$ cat config.mk
export PLATFORM = sky130hd
export DESIGN_NAME = cpc_queue
export DESIGN_NICKNAME = d
export VERILOG_FILES = /design/src/cpc_queue.sv
export VERILOG_INCLUDE_DIRS = /design/src /design/src/src
export SDC_FILE = /design/constraint.sdc
export NUM_CORES = 1
export LEC_CHECK = 0
export ABC_CLOCK_PERIOD_IN_PS = 3960
export BUFFER_PORTS_ARGS = -buffer_cell sky130_fd_sc_hd__buf_2
export CAP_MARGIN = 0
export CORE_AREA = 2 2 105 107
export CTS_CLUSTER_SIZE = 30
export DETAILED_ROUTE_END_ITERATION = 7
export DIE_AREA = 0 0 107 109
export GPL_TIMING_DRIVEN = 0
export MAX_ROUTING_LAYER = met4
export PLACE_DENSITY = 0.75
export SLEW_MARGIN = 20
export SYNTH_ARGS = -nofsm -noshare
export SYNTH_HDL_FRONTEND = slang
export SYNTH_SLANG_ARGS = --single-unit
$ cat constraint.sdc
create_clock -name clk -period 3.96 [get_ports clk]
set_clock_uncertainty 0.05 [all_clocks]
set_input_delay 0.792 -clock clk [delete_from_list [all_inputs] [get_ports clk]]
set_output_delay 0.792 -clock clk [all_outputs]
set_load 0.01 [all_outputs]
$ cat src/cross_peak_clip_filter_core_defines.svh
`ifndef CROSS_PEAK_CLIP_FILTER_CORE_DEFINES_SVH
`define CROSS_PEAK_CLIP_FILTER_CORE_DEFINES_SVH

// Assertion helpers shared by the filter modules.
// An implication that is checked in the same cycle.
`define CPC_ASSERT_IMPL(label, clk, rst, ante, cons) \
  label: assert property (@(posedge clk) disable iff (rst) (ante) |-> (cons)) \
    else $error("cross peak clip filter: same-cycle check failed");

// An implication whose consequence is checked in the next cycle.
`define CPC_ASSERT_NEXT(label, clk, rst, ante, cons) \
  label: assert property (@(posedge clk) disable iff (rst) (ante) |=> (cons)) \
    else $error("cross peak clip filter: next-cycle check failed");

`endif

$ cat src/cpc_queue.sv
`timescale 1ns / 1ps
`include "cross_peak_clip_filter_core_defines.svh"

module cpc_queue #(
  parameter int WIDTH = 64,
  parameter int DEPTH = 2,
  localparam int PW = $clog2(DEPTH),
  localparam int CW = $clog2(DEPTH + 1)
) (
  input  logic             clk,
  input  logic             rst,
  input  logic             push,
  input  logic [WIDTH-1:0] wdata,
  output logic             full,
  input  logic             pop,
  output logic [WIDTH-1:0] rdata,
  output logic             empty
);

  logic [WIDTH-1:0] mem [DEPTH];
  logic [PW-1:0]    wptr;
  logic [PW-1:0]    rptr;
  logic [CW-1:0]    count;

  assign full  = (count == CW'(DEPTH));
  assign empty = (count == '0);
  assign rdata = mem[rptr];

  always_ff @(posedge clk) begin
    if (rst) begin
      wptr  <= '0;
      rptr  <= '0;
      count <= '0;
    end else begin
      if (push) begin
        wptr <= (wptr == PW'(DEPTH - 1)) ? '0 : (wptr + PW'(1));
      end
      if (pop) begin
        rptr <= (rptr == PW'(DEPTH - 1)) ? '0 : (rptr + PW'(1));
      end
      if (push && !pop) begin
        count <= count + CW'(1);
      end else if (pop && !push) begin
        count <= count - CW'(1);
      end
    end
  end

  always_ff @(posedge clk) begin
    if (push) begin
      mem[wptr] <= wdata;
    end
  end

  `CPC_ASSERT_IMPL(a_no_overflow, clk, rst, full, !push)
  `CPC_ASSERT_IMPL(a_no_underflow, clk, rst, pop, !empty)
  `CPC_ASSERT_NEXT(a_fill_step, clk, rst, push && !pop, count == $past(count) + 1'b1)

endmodule

# --- After elaboration in Yosys (flattened, before gate mapping) ---
# Memory sizes are Yosys's and may differ from the RTL's. A register that Yosys moved wholly into a read port is not among the register bits.
# Cells that the tools add are included.
word_totals:
  register_bits: 4
  ram_bits: 128
  input_bits: 68
  wordCells: 23
  mem_count: 1
memory_table:
  columns: ["memory", "depth", "width", "read_ports", "rd_clocked_by_memory_dff", "write_ports", "line_no", "text"]
  rows:
  - ["mem", 2, 64, 1, 1, 1, "cpc_queue.sv:20", "logic [WIDTH-1:0] mem [DEPTH];"]
op_classes:
  n_addsub: 4
  eq_ne: 1
  muxes: 8
  reduce_logical: 6
op_table:
  columns: ["operator", "count"]
  rows:
  - ["2-to-1 mux 1 bit", 6]
  - ["2-to-1 mux 2 bit", 2]
  - ["adder 1 bit, second input constant", 2]
  - ["adder 2 x 1 -> 2 bit, second input constant", 1]
  - ["== test 2 bit, second input constant", 1]
  - ["logical AND 1 bit", 2]
  - ["zero test 1 bit", 2]
  - ["zero test 2 bit", 1]
  - ["nonzero test 2 bit", 1]
  - ["subtractor 2 x 1 -> 2 bit, second input constant", 1]

# --- Logic depth before layout (Yosys ltp) ---
logic_depth:
  depth_word: 4
  mapped_depth: 5
  depth_no_buf: 5

# --- Least setup slack after synthesis ---
# OpenSTA, ideal clock, no wires.
synth_path:
  path_kind: "input to register"
  from: "in push"
  to: "mem mem[0][0], enable pin"
  setup_ps: 494
  t_arrival_ps: 3606
  setup_slack_ps: -190
  path_stages: 1
  cell_sequence: "nor2b_1"
synth_between:
  elab_chain_cells: 2
synth_rtl:
  columns: ["item", "line_no", "text"]
  rows:
  - ["start, declared", "cpc_queue.sv:12", "input logic push,"]
  - ["2-to-1 mux 1 bit", "cpc_queue.sv:50", "if (push) begin"]
  - ["2-to-1 mux 1 bit (implied by the code)", "cpc_queue.sv:51", "mem[wptr] <= wdata;"]
  - ["end, declared", "cpc_queue.sv:20", null]
# No other way between the ends.

==> reports/qor.csv <==
stage;metric;value;unit
logic_synthesis;synthSimpleGateAreaFrac;0.955;%
placement;place_area;5770;um^2
routing;drt_iter0_drc;88;
clocking;cts-root-buf;clkbuf_8;
logic_synthesis;synth_mux_area_share;14.9;%
sta;max_freq;393;MHz
pwr;switching_share;21.0;%
grt;grt_pass1_wl;12700;um
status;status;complete, no violations;
critical_path;worstSetupStartpointType;flop;
sta;min_period;2.54;ns
routing;drc_errors;0;
critical_path;crit_arrival;1.70;ns
routing;postRouteAntennaNets;0;
grt;grt_use_total;15.5;%
logic_synthesis;yosysUniqueCellTypes;16;
floorplanning;rows;38;
logic_synthesis;yosysWarnings;0;
sta;setup_tns;0;ns
grt;grt_pass1_vias;2657;
placement;place_inst;497;
sta;worst-slew-pin-transition;0.623;ns
logic_synthesis;ys_ff_latch;133;
sta;maxSlewViolCount;0;
grt;busiest_layer;met2;
logic_synthesis;synth_top_area_cell;edfxtp_1;
routing;dr.pass1.iters;5;
critical_path;ff2ff_setup_slack;2.42;ns
critical_path;cp.required;3.12;ns
pwr;power_leakage;2.41;nW
routing;avgViaCountPerCell;4.82;
grt;gr-total-overflow;0;
pwr;seqPwrFrac;47.6;%
finish;fin_util;59.7;%
grt;grt_util_met1;16.1;%
pwr;internal-power;2.76;mW
clocking;cts_tree;built;
sta;hold_viol_final;0;
pwr;pwr_density_cell;552;nW/um^2
clocking;postCtsSetupRepairBufs;0;
critical_path;r2r_start;wptr;
clocking;cts_inserted_buffers;17;
pwr;total_power;3.49;mW
critical_path;worstPathMaxFanout;10;
finish;syn_to_final_growth;30.5;%
hold_path;hold_class;in2reg;
logic_synthesis;seq_area_frac_synth;81.4;%
sta;min_period_over_period;64.2;%
logic_synthesis;synth_compound_area_share;0.207;%
placement;dp_hpwl;5730;um
logic_synthesis;synth-adder-area-share;0.258;%
routing;routed_wl;8600;um
sta;rsz0062_at_grt;false;
run;max-cap-violations;0;
floorplanning;die-area;11700;um^2
logic_synthesis;syn_nets;290;
clocking;post_cts_resized;0;
critical_path;path_class;reg2out;
logic_synthesis;synth_top_family_by_area;multiplexers;
logic_synthesis;synth-xor-area-share;0.723;%
floorplanning;initial_core_util;45.7;%
critical_path;r2r_cells;2;
hold_path;min_to;mem[1][57];
finish;antenna_cells;0;
hold_path;holdCritStartpoint;wdata[57];
grt;grt_max_degree;40;
finish;finalNetCount;445;
critical_path;end_kind;primary output;
clocking;cts_max_path_buffers;2;
floorplanning;fp.dieW;107;um
clocking;cts_hold_buffers;0;
routing;wl_per_cell;16.3;um
routing;num_vias;2552;
clocking;htree_levels;4;
placement;io_buffers;133;
placement;place.gp.congestion;0.693;
grt;grt_use_met3;6.16;%
logic_synthesis;netlist_top_cells_area;edfxtp_1 79%, mux2_2 15%, dfxtp_1 2.1%;
finish;layoutNonFillerInstCount;529;
logic_synthesis;synth_area;4850;um^2
pwr;clkPwrFrac;42.2;%
logic_synthesis;syn_inst;221;
logic_synthesis;syn_avg_cell_area;21.9;um^2
floorplanning;ios;134;
floorplanning;die_y;109;um
sta;setup_violations;0;
pwr;power.switching;0.733;mW
pwr;comb_power_share;10.2;%
hold_path;holdPathStages;1;
sta;relSlewSlack;58.4;%
clocking;worst_skew_pair.late_latency;0.50;ns
finish;fillers;847;
grt;grtUsageMet2;26.3;%
finish;drive_gt1_share;60.4;%
critical_path;rr_endpoint;mem[1][4];
pwr;peakVddDrop;0.317;mV
finish;stdcell_area;6330;um^2
grt;grt_antenna_before_repair;0;
floorplanning;coreArea;10600;um^2
logic_synthesis;synth_top_area_share;79.3;%
clocking;clkTransAtPathRegs;0.06;ns
clocking;cts_sinks;133;
==> cell families after synthesis <==
group | count (synthesis)
and+or+nand+nor | 9
buffers and inverters | 8
DFF | 133
xor gates and xnor gates | 4
AOI/OAI and AO/OA | 2
adders and majority gates | 1
muxes | 64
==> layout make-up <==
cell class	count	area [um^2]	area share, %
multi-input cells	80	835	13.2
inverters	1	3.75	0.0593
repair buffers	136	733	11.6
clock inverters	13	139	2.20
well taps	140	175	2.77
plain buffers	7	75.1	1.19
flip-flops and latches	133	3940	62.3
clock buffers	19	422	6.67
==> worst max path at each step <==
stage | start | to | slack, ns
after floorplan | push | mem[0][0] | 1.01
after global placement | push | mem[0][21] | -0.002
after detailed placement | push | mem[0][19] | 1.79
after CTS | flop | rdata[32] | 1.35
after global routing | flop | rdata[32] | 1.33
final | flop | rdata[32] | 1.42
==> state kept, by name, summed over array words and instances (netlist names), named ones only <==
signal and count:
rptr 1, mem 128, wptr 1, count 2
==> metrics by stage <==
| stage | setup slack (ns) | hold WS, ns |
|---|---|---|
| 2_1_floorplan | 1.01 | 0.411 |
| 3_3_place_gp | -0.00151 | 0.437 |
| 3_5_place_dp | 1.79 | 0.464 |
| 4_1_cts | 1.35 | 0.392 |
| 5_1_grt | 1.33 | 0.385 |
| 6_report | 1.42 | 0.420 |
==> critical path, stage by stage (launching register included) <==
cell	delay [ns]
dfxtp_1	0.31
buf_4	0.20
buf_6	0.18
mux2_2	0.35
buf_2	0.15
==> cells in the mapped netlist <==
master,n
a21oi_1,1
and2_1,1
and2b_2,1
buf_4,1
buf_6,6
dfxtp_1,5
edfxtp_1,128
ha_1,1
inv_1,1
mux2_2,64
nor2_1,5
nor2b_1,1
o21ai_0,1
or3_1,1
xnor2_1,2
xor2_1,2
==> placed cells by master (no fill, tap or decap) <==
cell,n
buf_2,133
edfxtp_1,128
mux2_2,64
clkbuf_16,16
buf_6,6
nor2_1,5
dfxtp_1,5
clkinv_1,5
bufinv_16,3
clkinv_2,3
xor2_1,2
xnor2_1,2
clkinvlp_4,2
clkbuf_1,2
buf_12,2
buf_4,1
inv_1,1
and2_4,1
and2b_2,1
nor2b_4,1
o21ai_0,1
or3_1,1
a21oi_1,1
ha_1,1
clkbuf_8,1
buf_16,1
==> power groups by stage <==
| stage | clock [mW] | sequential (mW) | combinational (mW) |
|---|---|---|---|
| detailed placement | 0 | 1.69 | 0.364 |
| floorplan | 0 | 1.69 | 0.203 |
| CTS | 1.51 | 1.66 | 0.367 |
| finish | 1.47 | 1.66 | 0.357 |
| global placement | 0 | 1.69 | 0.340 |
| global route | 1.57 | 1.67 | 0.389 |
==> layer usage <==
metal | vias to the layer above | routed length [um]
met5 | - | 0
li1 | 1185 | -
met4 | 0 | 56
met1 | 1267 | 3440
met3 | 6 | 511
met2 | 94 | 4590
No activity file was read; power rests on OpenSTA's default activity.
